===== src/csc_pkg.sv =====
// ---------------------------------------------------------------------------
// csc_pkg
// Shared types, event codes and bracket helpers for the comment checker.
// ---------------------------------------------------------------------------
package csc_pkg;

  // Event codes carried in the result request
  typedef enum logic [3:0] {
    EV_NULL             = 4'd0,
    EV_CONTROL          = 4'd1,
    EV_UNMATCHED        = 4'd2,
    EV_MISMATCH         = 4'd3,
    EV_TOO_LONG         = 4'd4,
    EV_UNCLOSED_BRACKET = 4'd5,
    EV_UNCLOSED_QUOTE   = 4'd6,
    EV_OVERFLOW         = 4'd7,
    EV_VERDICT          = 4'd8
  } event_e;

  // Bracket kind as held on the stack
  typedef enum logic [1:0] {
    KIND_BRACE = 2'd0,
    KIND_SQUARE = 2'd1,
    KIND_ROUND = 2'd2
  } kind_e;

  localparam logic [7:0] CH_OPEN_BRACE   = 8'h7B;
  localparam logic [7:0] CH_OPEN_SQUARE  = 8'h5B;
  localparam logic [7:0] CH_OPEN_ROUND   = 8'h28;
  localparam logic [7:0] CH_CLOSE_BRACE  = 8'h7D;
  localparam logic [7:0] CH_CLOSE_SQUARE = 8'h5D;
  localparam logic [7:0] CH_CLOSE_ROUND  = 8'h29;
  localparam logic [7:0] CH_BACKSLASH    = 8'h5C;
  localparam logic [7:0] CH_SQUOTE       = 8'h27;
  localparam logic [7:0] CH_DQUOTE       = 8'h22;
  localparam logic [7:0] CH_TAB          = 8'h09;
  localparam logic [7:0] CH_LF           = 8'h0A;
  localparam logic [7:0] CH_CR           = 8'h0D;
  localparam logic [7:0] CH_DEL          = 8'h7F;
  localparam logic [7:0] CH_SPACE        = 8'h20;

  localparam logic [15:0] MAX_LENGTH_RESET = 16'd4096;

  // Commands from controller to datapath
  typedef struct packed {
    logic   load;   // latch an accepted input request
    logic   emit;   // load the result register with event 'code'
    event_e code;
    logic   apply;  // commit the byte's stack, quote and count update
    logic   pop;    // drop the top stack entry (end-of-text drain)
    logic   clear;  // return comment state to its reset values
  } cmd_t;

  // Status from datapath to controller
  typedef struct packed {
    logic   null_pend;
    logic   ctrl_pend;
    logic   brk_ev;
    event_e brk_code;
    logic   end_pend;
    logic   too_long;
    logic   stack_nonempty;
    logic   quote_open;
    logic   out_free;
  } sts_t;

  function automatic logic [7:0] open_char(input kind_e k);
    logic [7:0] c;
    unique case (k)
      KIND_BRACE:  c = CH_OPEN_BRACE;
      KIND_SQUARE: c = CH_OPEN_SQUARE;
      default:     c = CH_OPEN_ROUND;
    endcase
    return c;
  endfunction

  function automatic logic is_control(input logic [7:0] c);
    return ((c < CH_SPACE) || (c == CH_DEL)) &&
           (c != CH_TAB) && (c != CH_LF) && (c != CH_CR);
  endfunction

endpackage


===== src/csc_datapath.sv =====
// ---------------------------------------------------------------------------
// csc_datapath
// Bracket stack, quote tracking, byte count, length register and result register.
// ---------------------------------------------------------------------------
module csc_datapath #(
  parameter int unsigned STACK_DEPTH   = 32,
  parameter int unsigned POSITION_BITS = 16
) (
  input  logic                     clk_i,
  input  logic                     rst_ni,
  input  logic                     cfg_we_i,
  input  logic [15:0]              cfg_wdata_i,
  input  logic [7:0]               in_byte_i,
  input  logic                     in_has_i,
  input  logic                     in_end_i,
  input  csc_pkg::cmd_t            cmd_i,
  output csc_pkg::sts_t            sts_o,
  input  logic                     out_ready_i,
  output logic                     out_valid_o,
  output csc_pkg::event_e          out_code_o,
  output logic [POSITION_BITS-1:0] out_pos_o,
  output logic [7:0]               out_open_o,
  output logic [7:0]               out_close_o,
  output logic                     out_warn_o,
  output logic                     out_cvalid_o,
  output logic                     out_last_o
);

  localparam int unsigned CNT_W = $clog2(STACK_DEPTH + 1);
  localparam int unsigned IDX_W = $clog2(STACK_DEPTH);
  localparam int unsigned CMP_W = (POSITION_BITS > 16) ? POSITION_BITS : 16;

  logic [7:0]               byte_q;
  logic                     has_q, end_q, null_pend_q, ctrl_pend_q;
  csc_pkg::kind_e           kinds_q [STACK_DEPTH];
  logic [POSITION_BITS-1:0] pos_mem_q [STACK_DEPTH];
  logic [CNT_W-1:0]         cnt_q;
  logic                     sq_q, dq_q, odd_q, err_q;
  logic [POSITION_BITS-1:0] bcnt_q;
  logic [15:0]              maxlen_q;

  logic                     out_valid_q;
  csc_pkg::event_e          out_code_q;
  logic [POSITION_BITS-1:0] out_pos_q;
  logic [7:0]               out_open_q, out_close_q;
  logic                     out_warn_q, out_cvalid_q, out_last_q;

  logic [IDX_W-1:0]         top_idx;
  csc_pkg::kind_e           top_kind, byte_kind;
  logic [POSITION_BITS-1:0] top_pos;
  logic                     is_open, is_close, full, empty;
  logic                     brk_ev;
  csc_pkg::event_e          brk_code;

  logic [POSITION_BITS-1:0] ev_pos;
  logic [7:0]               ev_open, ev_close;
  logic                     ev_warn, ev_cvalid, ev_last;

  assign top_idx  = IDX_W'(cnt_q - CNT_W'(1));
  assign top_kind = kinds_q[top_idx];
  assign top_pos  = pos_mem_q[top_idx];
  assign full     = (cnt_q == CNT_W'(STACK_DEPTH));
  assign empty    = (cnt_q == '0);

  always_comb begin
    is_open   = 1'b0;
    is_close  = 1'b0;
    byte_kind = csc_pkg::KIND_ROUND;
    unique case (byte_q)
      csc_pkg::CH_OPEN_BRACE:   begin is_open  = 1'b1; byte_kind = csc_pkg::KIND_BRACE;  end
      csc_pkg::CH_OPEN_SQUARE:  begin is_open  = 1'b1; byte_kind = csc_pkg::KIND_SQUARE; end
      csc_pkg::CH_OPEN_ROUND:   begin is_open  = 1'b1; byte_kind = csc_pkg::KIND_ROUND;  end
      csc_pkg::CH_CLOSE_BRACE:  begin is_close = 1'b1; byte_kind = csc_pkg::KIND_BRACE;  end
      csc_pkg::CH_CLOSE_SQUARE: begin is_close = 1'b1; byte_kind = csc_pkg::KIND_SQUARE; end
      csc_pkg::CH_CLOSE_ROUND:  begin is_close = 1'b1; byte_kind = csc_pkg::KIND_ROUND;  end
      default: ;
    endcase
  end

  always_comb begin
    brk_ev   = 1'b0;
    brk_code = csc_pkg::EV_MISMATCH;
    priority if (has_q && is_open && full) begin
      brk_ev   = 1'b1;
      brk_code = csc_pkg::EV_OVERFLOW;
    end else if (has_q && is_close && empty) begin
      brk_ev   = 1'b1;
      brk_code = csc_pkg::EV_UNMATCHED;
    end else if (has_q && is_close && (top_kind != byte_kind)) begin
      brk_ev   = 1'b1;
      brk_code = csc_pkg::EV_MISMATCH;
    end else begin
      brk_ev   = 1'b0;
    end
  end

  // Result fields for the event being emitted
  always_comb begin
    ev_pos    = '0;
    ev_open   = '0;
    ev_close  = '0;
    ev_warn   = 1'b0;
    ev_cvalid = 1'b0;
    ev_last   = 1'b0;
    unique case (cmd_i.code)
      csc_pkg::EV_NULL:      ev_pos = bcnt_q;
      csc_pkg::EV_CONTROL:   begin ev_pos = bcnt_q; ev_warn = 1'b1; end
      csc_pkg::EV_UNMATCHED: begin ev_pos = bcnt_q; ev_close = byte_q; end
      csc_pkg::EV_MISMATCH: begin
        ev_pos   = bcnt_q;
        ev_open  = csc_pkg::open_char(top_kind);
        ev_close = byte_q;
      end
      csc_pkg::EV_OVERFLOW:  begin ev_pos = bcnt_q; ev_open = byte_q; end
      csc_pkg::EV_UNCLOSED_BRACKET: begin
        ev_pos  = top_pos;
        ev_open = csc_pkg::open_char(top_kind);
      end
      csc_pkg::EV_VERDICT:   begin ev_cvalid = ~err_q; ev_last = 1'b1; end
      default: ;
    endcase
  end

  // Stack entries: no reset, only entries below the count are read
  always_ff @(posedge clk_i) begin
    if (cmd_i.apply && has_q && is_open && !full) begin
      kinds_q[cnt_q[IDX_W-1:0]]   <= byte_kind;
      pos_mem_q[cnt_q[IDX_W-1:0]] <= bcnt_q;
    end
  end

  always_ff @(posedge clk_i or negedge rst_ni) begin
    if (!rst_ni) begin
      byte_q      <= '0;
      has_q       <= 1'b0;
      end_q       <= 1'b0;
      null_pend_q <= 1'b0;
      ctrl_pend_q <= 1'b0;
      cnt_q       <= '0;
      sq_q        <= 1'b0;
      dq_q        <= 1'b0;
      odd_q       <= 1'b0;
      bcnt_q      <= '0;
      err_q       <= 1'b0;
      maxlen_q    <= csc_pkg::MAX_LENGTH_RESET;
    end else begin
      if (cfg_we_i) begin
        maxlen_q <= cfg_wdata_i;
      end
      if (cmd_i.load) begin
        byte_q      <= in_byte_i;
        has_q       <= in_has_i;
        end_q       <= in_end_i;
        null_pend_q <= in_has_i && (in_byte_i == '0);
        ctrl_pend_q <= in_has_i && csc_pkg::is_control(in_byte_i);
      end
      if (cmd_i.emit && (cmd_i.code == csc_pkg::EV_NULL)) begin
        null_pend_q <= 1'b0;
      end
      if (cmd_i.emit && (cmd_i.code == csc_pkg::EV_CONTROL)) begin
        ctrl_pend_q <= 1'b0;
      end
      if (cmd_i.emit && (cmd_i.code != csc_pkg::EV_CONTROL) &&
          (cmd_i.code != csc_pkg::EV_VERDICT)) begin
        err_q <= 1'b1;
      end
      if (cmd_i.apply && has_q) begin
        if (is_open && !full) begin
          cnt_q <= cnt_q + CNT_W'(1);
        end else if (is_close && !empty) begin
          cnt_q <= cnt_q - CNT_W'(1);
        end
        if ((byte_q == csc_pkg::CH_DQUOTE) && !sq_q) begin
          if (!odd_q) dq_q <= ~dq_q;
        end else if ((byte_q == csc_pkg::CH_SQUOTE) && !dq_q) begin
          if (!odd_q) sq_q <= ~sq_q;
        end
        odd_q <= (byte_q == csc_pkg::CH_BACKSLASH) ? ~odd_q : 1'b0;
        if (bcnt_q != '1) begin
          bcnt_q <= bcnt_q + POSITION_BITS'(1);
        end
      end
      if (cmd_i.pop) begin
        cnt_q <= cnt_q - CNT_W'(1);
      end
      if (cmd_i.clear) begin
        cnt_q  <= '0;
        sq_q   <= 1'b0;
        dq_q   <= 1'b0;
        odd_q  <= 1'b0;
        bcnt_q <= '0;
        err_q  <= 1'b0;
      end
    end
  end

  // Result register
  always_ff @(posedge clk_i or negedge rst_ni) begin
    if (!rst_ni) begin
      out_valid_q <= 1'b0;
    end else if (cmd_i.emit) begin
      out_valid_q <= 1'b1;
    end else if (out_ready_i) begin
      out_valid_q <= 1'b0;
    end
  end

  always_ff @(posedge clk_i) begin
    if (cmd_i.emit) begin
      out_code_q   <= cmd_i.code;
      out_pos_q    <= ev_pos;
      out_open_q   <= ev_open;
      out_close_q  <= ev_close;
      out_warn_q   <= ev_warn;
      out_cvalid_q <= ev_cvalid;
      out_last_q   <= ev_last;
    end
  end

  always_comb begin
    sts_o.null_pend      = null_pend_q;
    sts_o.ctrl_pend      = ctrl_pend_q;
    sts_o.brk_ev         = brk_ev;
    sts_o.brk_code       = brk_code;
    sts_o.end_pend       = end_q;
    sts_o.too_long       = CMP_W'(bcnt_q) > CMP_W'(maxlen_q);
    sts_o.stack_nonempty = ~empty;
    sts_o.quote_open     = sq_q | dq_q;
    sts_o.out_free       = ~out_valid_q | out_ready_i;
  end

  assign out_valid_o  = out_valid_q;
  assign out_code_o   = out_code_q;
  assign out_pos_o    = out_pos_q;
  assign out_open_o   = out_open_q;
  assign out_close_o  = out_close_q;
  assign out_warn_o   = out_warn_q;
  assign out_cvalid_o = out_cvalid_q;
  assign out_last_o   = out_last_q;

endmodule


===== config.mk =====
export PLATFORM = sky130hd
export DESIGN_NAME = csc_datapath
export DESIGN_NICKNAME = d
export VERILOG_FILES = /design/src/csc_pkg.sv /design/src/csc_datapath.sv
export SDC_FILE = /design/constraint.sdc
export NUM_CORES = 1
export LEC_CHECK = 0
export BUFFER_PORTS_ARGS = -buffer_cell sky130_fd_sc_hd__buf_2
export CAP_MARGIN = 20
export CORE_ASPECT_RATIO = 1.4
export CORE_MARGIN = 3
export CORE_UTILIZATION = 45
export DETAILED_ROUTE_END_ITERATION = 8
export PLACE_DENSITY_LB_ADDON = 0.3
export SLEW_MARGIN = 20
export SYNTH_ARGS = -nofsm -noshare
export SYNTH_HDL_FRONTEND = slang
export SYNTH_SLANG_ARGS = --single-unit

===== constraint.sdc =====
create_clock -name clk_i -period 4.5 [get_ports clk_i]
set_input_delay 0 -clock clk_i [delete_from_list [all_inputs] [get_ports clk_i]]
set_output_delay 0 -clock clk_i [all_outputs]
set_load 0.1 [all_outputs]

==> flow_summary.toml, run 1 <==
[logic_synthesis]
syn_area_um2 = 26700
syn_nets = 1386
syn_area_per_cell_um2 = 20.1
netlist.area_leader.share = 0.693
synthArstFlopShare = 0.0821
synth-seq-cells = 670
synthCells = 1326
synth_warnings = 0
synth_top_area_cell = "edfxtp_1"
synth_edf_count = 615
ys_seq_area_frac = 0.744
synthTopCellsByArea = "edfxtp_1, mux4_2, dfrtp_1, ha_1, nand2_1"
dominantRegCellSynth = "edfxtp_1"
synth_cell_types = 57

[critical_path]
crit_type = "reg2out"
r2r_end = "cnt_q[0]"
setup.worst_path.start_class = "flip-flop"
reg2reg_slack_ns = 0.87
cp.required_ns = 4.50
crit_family = "multiplexers"
setup.worst_path.end = "sts_o[9]"
cp-end-kind = "output pin"
r2r_start = "cnt_q[0]"
critical_path.cell_chain = "inv_1, ha_4, mux4_2, mux4_2, mux2i_1, inv_1, or3_1, a41o_1, buf_2"
slowest_stage = "ha_4"
rr_worst_depth = 9
crit_cells = 9
cp_max_fo = 39
cp-startpoint = "cnt_q[1]"
worstPathArrival_ns = 4.08
slowest_delay_ns = 0.69
crit_buf_inv = 3

[placed_design]
dpl-instance-area_um2 = 28400
gp_congestion = 0.818
place_hpwl_um = 35900
buffer_ports.inserted = 88

[detailed_routing]
drc = 0
drt_pre_antenna_iters = 5
via_count = 13600
drt_wl_total_um = 62900
first_iter_violations = 1217
via_per_inst = 5.82
wl_per_cell_um = 26.8
antenna_left = 0

[job]
cap_violations = 0

[clocking]
cts_max_level = 2
cts_resized = 0
cts_buffers = 61
clk_latency_ns = 0.62
path_clk_slew_ns = 0.06
cts.sink_count = 670
cts_buffer_depth = 3
cts_tree = "yes"
root_buffer = "clkbuf_16"

[sta]
fmax_ghz = 0.245
hold_viol_final = 0
tightest_slew_ns = 0.928
fin_tns_setup_ns = 0
finalCritPeriodShare = 0.908
slew_violations = 0
setup_viol = 0
maxSlewHeadroom = 0.381
skew_ns = 0.0296
finalCriticalPeriod_ns = 4.08
rsz0062_at_grt = "no"

[cells_and_area]
antennaDiodeCount = 0
nNetsFinal = 1612
stdcell_area_um2 = 31100
area.growth.synth_to_final_pct = 16.7
final_util = 0.536
nFillCells = 4455
drive_gt1_frac = 0.297

[worst_hold_path]
min_path_type = "in2async"

[global_routing]
antenna_found_initial = 0
grt_use_total = 0.205
grt_pass1_vias = 14200
grt_max_degree = 91
grt_pass1_wl_um = 93300
grt_overflow = 0

[floorplan]
die_w_um = 212
pin_count = 91
fp.dieH_um = 294
rows = 104
core_um2 = 58000
initial_core_util = 0.459
die_area_um2 = 62200

[power]
power_leakage_uw = 0.0103
power_density_nw_per_um2 = 453
peakVddDrop_mv = 0.308

[outcome]
status = "finished, final reports clean"
==> synthesized netlist by cell type (2+ instances only) <==
cell and instances:
and3_1 5, mux4_2 178, nand4b_1 2, nor2b_1 6
a211oi_1 2, dfrtp_1 54, mux2i_1 24, o21ai_0 26
or3_1 6, mux2_2 10, clkbuf_1 33, a31oi_1 4
nor4_1 6, xnor2_1 6, nand3_1 15, nor2_1 58
nand2_1 68, nor3b_1 4, inv_1 32, nand2b_1 6
and4b_1 2, and2_1 12, buf_2 20, conb_1 2
edfxtp_1 615, a21oi_1 14, nand3b_1 6, nor3_1 4
xor2_1 14, o31ai_1 2, ha_1 21, nand4_1 10
o22ai_1 3, o21a_1 3, buf_1 4, o21ai_1 18
buf_4 6, a21o_1 6
==> layout make-up <==
type | count | area [um2] | share of cell area
Clock inverter | 37 | 385 | 0.0124
Inverter | 32 | 120 | 0.00386
Sequential cell | 670 | 19900 | 0.638
Tap cell | 742 | 928 | 0.0298
Multi-Input combinational cell | 560 | 6520 | 0.209
Timing Repair Buffer | 227 | 1710 | 0.0549
Clock buffer | 77 | 1610 | 0.0516
==> cell usage in the layout, fill, tap and decap left out, drive strengths merged, types with 14 or more instances in the layout <==
cell         netlist  routed
inv               32      35
clkinv             0      23
nor2              58      58
o21ai             44      44
buf               31     152
mux4             178     178
clkbuf            33      77
nand2             68      68
edfxtp           615     615
dlygate4sd3        0      75
nand3             15      15
dfrtp             54      54
a21oi             14      14
ha                21      21
mux2i             24      24
xor2              14      14
==> worst min-delay path by stage <==
stage | start | to | slack (ns)
4_1_cts | rst_ni | ctrl_pend_q | 0.08
6_report | rst_ni | null_pend_q | 0.08
5_1_grt | rst_ni | null_pend_q | 0.13
2_1_floorplan | rst_ni | bcnt_q[0] | -0.30
3_3_place_gp | rst_ni | ctrl_pend_q | 0.20
3_5_place_dp | rst_ni | ctrl_pend_q | 0.21
==> power breakdown <==
group          total (uW)  switching [uW]  internal (uW)  leakage [uW]
clock                5170            2240           2940      0.000965
sequential           6900            87.3           6820       0.00625
combinational        2020            1230            793       0.00311
==> what timing repair did <==
item | 4_1_cts | 5_1_grt
buffers inserted | 0 | 0
hold buffers | 75 | 0
endpoints found under the hold margin | 140 | 0
==> registers in the layout, summed over array words and instances, names as in the netlist, 6 cells and up <==
| signal | count |
|---|---|
| out_open_o | 8 |
| byte_q | 8 |
| cnt_q | 6 |
| out_close_o | 8 |
| maxlen_q | 16 |
| pos_mem_q | 512 |
| bcnt_q | 16 |
| kinds_q | 64 |
| out_pos_o | 16 |
==> routing by layer <==
layer,global-route usage,vias up,share of wire
met5,0,-,0
li1,-,5826,-
met1,0.268,7170,0.39
met3,0.0254,104,0.057
met2,0.360,543,0.52
met4,0.0665,0,0.032
==> cell families after synthesis <==
family                   after synthesis  share of synthesized area
other                                  2                   0.000282
AO/OA/AOI/OAI                         85                     0.0187
XOR/XNOR                              21                    0.00718
AND/OR/NAND/NOR                      219                     0.0405
buffers and inverters                 96                     0.0156
flip-flops                           670                      0.744
multiplexers                         212                      0.164
adder cells (fa/ha/maj)               21                    0.00985
==> metrics by stage <==
stage	hold slack, ns	power [uW]	setup slack, ns	std cells
floorplan	-0.296	8420	0.355	1326
global placement	0.198	9000	1.05	2156
detailed placement	0.210	9020	1.06	2156
CTS	0.0809	14200	0.364	2345
global route	0.133	14600	0.242	2345
finish	0.0814	14100	0.416	2345
==> worst register-to-register path: cells and delay by family (launching register included) <==
family                   cells  cell delay (ns)
AND/OR/NAND/NOR              4             1.19
buffers and inverters        2             0.83
flip-flops                   1             0.51
adder cells (fa/ha/maj)      1             0.19
AO/OA/AOI/OAI                2             0.83
(Power assumes the default switching activity.)
==> run 2, diff against run 1 <==
- CORE_ASPECT_RATIO: 1.4 -> 1.25
==> flow_summary.toml, run 2 (synthesis results as in run 1) <==
[power]
peakVddDrop_mv = 0.238
power_leakage_uw = 0.0104
power_density_nw_per_um2 = 462

[cells_and_area]
drive_gt1_frac = 0.296
layout_common_cells = "edfxtp_1, mux4_2, buf_2"
area.growth.synth_to_final_pct = 17.4
nNetsFinal = 1617
largest_reg_flops = 512
mostFrequentLayoutCell = "edfxtp_1"

[critical_path]
cp.required_ns = 4.50
cp_max_fo = 41
reg2reg_slack_ns = 0.84
rr_worst_depth = 8
worstPathArrival_ns = 4.22
crit_type = "reg2out"
cp-end-kind = "output pin"
r2r_start = "cnt_q[0]"
setup.worst_path.start_class = "flip-flop"
r2r_end = "out_pos_o[10]"

[sta]
tightest_slew_ns = 0.961
finalCriticalPeriod_ns = 4.22
slew_violations = 0
maxSlewHeadroom = 0.359
rsz0062_at_grt = "no"
setup_viol = 0
fmax_ghz = 0.237
skew_ns = 0.0280
hold_viol_final = 0
fin_ws_ns = 0.281
fin_tns_setup_ns = 0
finalCritPeriodShare = 0.938

[clocking]
post-cts-setup-buffers = 0
root_buffer = "clkbuf_16"
path_clk_slew_ns = 0.06
clk_latency_ns = 0.59
cts_buffer_depth = 3
cts_buffers = 66
cts_tree = "yes"
cts_max_level = 3
cts.sink_count = 670

[detailed_routing]
wl_per_cell_um = 26.7
via_count = 13700
via_per_inst = 5.80
first_iter_violations = 1342
drt_pre_antenna_iters = 6
drt_wl_total_um = 63200
antenna_left = 0
drc = 0

[floorplan]
initial_core_util = 0.456
rows = 99
die_area_um2 = 62200
core_um2 = 58500
die_w_um = 224
fp.dieH_um = 278
pin_count = 91

[global_routing]
grt_use_total = 0.207
grt_pass1_vias = 14400
antenna_found_initial = 3
grt_max_degree = 56
grt_overflow = 0
grt_pass1_wl_um = 93100

[placed_design]
buffer_ports.inserted = 88
place_hpwl_um = 35700
gp_congestion = 0.813
place_ws_ns = 0.800

[worst_hold_path]
hold_depth = 2
whs_endpoint = "out_close_o[7]"
min_path_type = "in2reg"
worstHoldStart = "cmd_i[7]"

[job]
cap_violations = 0

[outcome]
status = "finished, final reports clean"
==> run 2: repair_timing <==
item,CTS,global route
hold endpoints to repair,122,0
hold buffers,75,0
gates resized for setup,0,0
==> run 2: worst max-delay path: stages (launching register included) <==
cell	delay (ns)
dfrtp_4	0.60
inv_1	0.14
ha_4	0.72
mux4_2	0.42
mux4_2	0.49
mux2i_1	0.29
inv_1	0.09
or3_1	0.32
a41o_1	0.25
buf_2	0.29
==> run 2: metrics by stage <==
stage               hold WS (ns)  total power, uW  instance area (um2)  utilization  std cells
floorplan                 -0.296             8420                26700            -       1326
global placement           0.202             9020                28400        0.485       2170
detailed placement         0.205             9030                28400        0.485       2171
CTS                       0.0672            14600                31300        0.535       2365
global route              0.0949            14900                31300        0.535       2365
finish                    0.0819            14500                31300        0.535       2366
==> run 2: layout make-up <==
cell class | count | area [um2]
Clock buffer | 76 | 1750
Clock inverter | 43 | 410
Timing Repair Buffer | 227 | 1690
Sequential cell | 670 | 19900
Fill cell | 4528 | 27200
Inverter | 32 | 120
Antenna cell | 1 | 2.50
Tap cell | 757 | 947
Multi-Input combinational cell | 560 | 6520
==> run 2: metal layers <==
layer  global-route usage  wire length, um  vias to the layer above
li1                     -                -                     5840
met1                0.264            23800                     7141
met2                0.347            31700                      624
met3               0.0453             5240                      127
met4               0.0840             2480                        2
met5                    0               13                        -
==> run 2: power by group <==
group,total (uW),switching (uW),internal (uW)
clock,5530,2270,3250
sequential,6910,97.2,6820
combinational,2020,1230,792
total,14500,3600,10900
==> run 2: worst max-delay path by stage <==
stage | start | to
global route | cnt_q[0] | sts_o[9]
detailed placement | cnt_q[0] | out_pos_o[12]
CTS | cnt_q[0] | sts_o[9]
global placement | cnt_q[0] | out_pos_o[12]
finish | cnt_q[0] | sts_o[9]
floorplan | cnt_q[0] | out_pos_o[10]
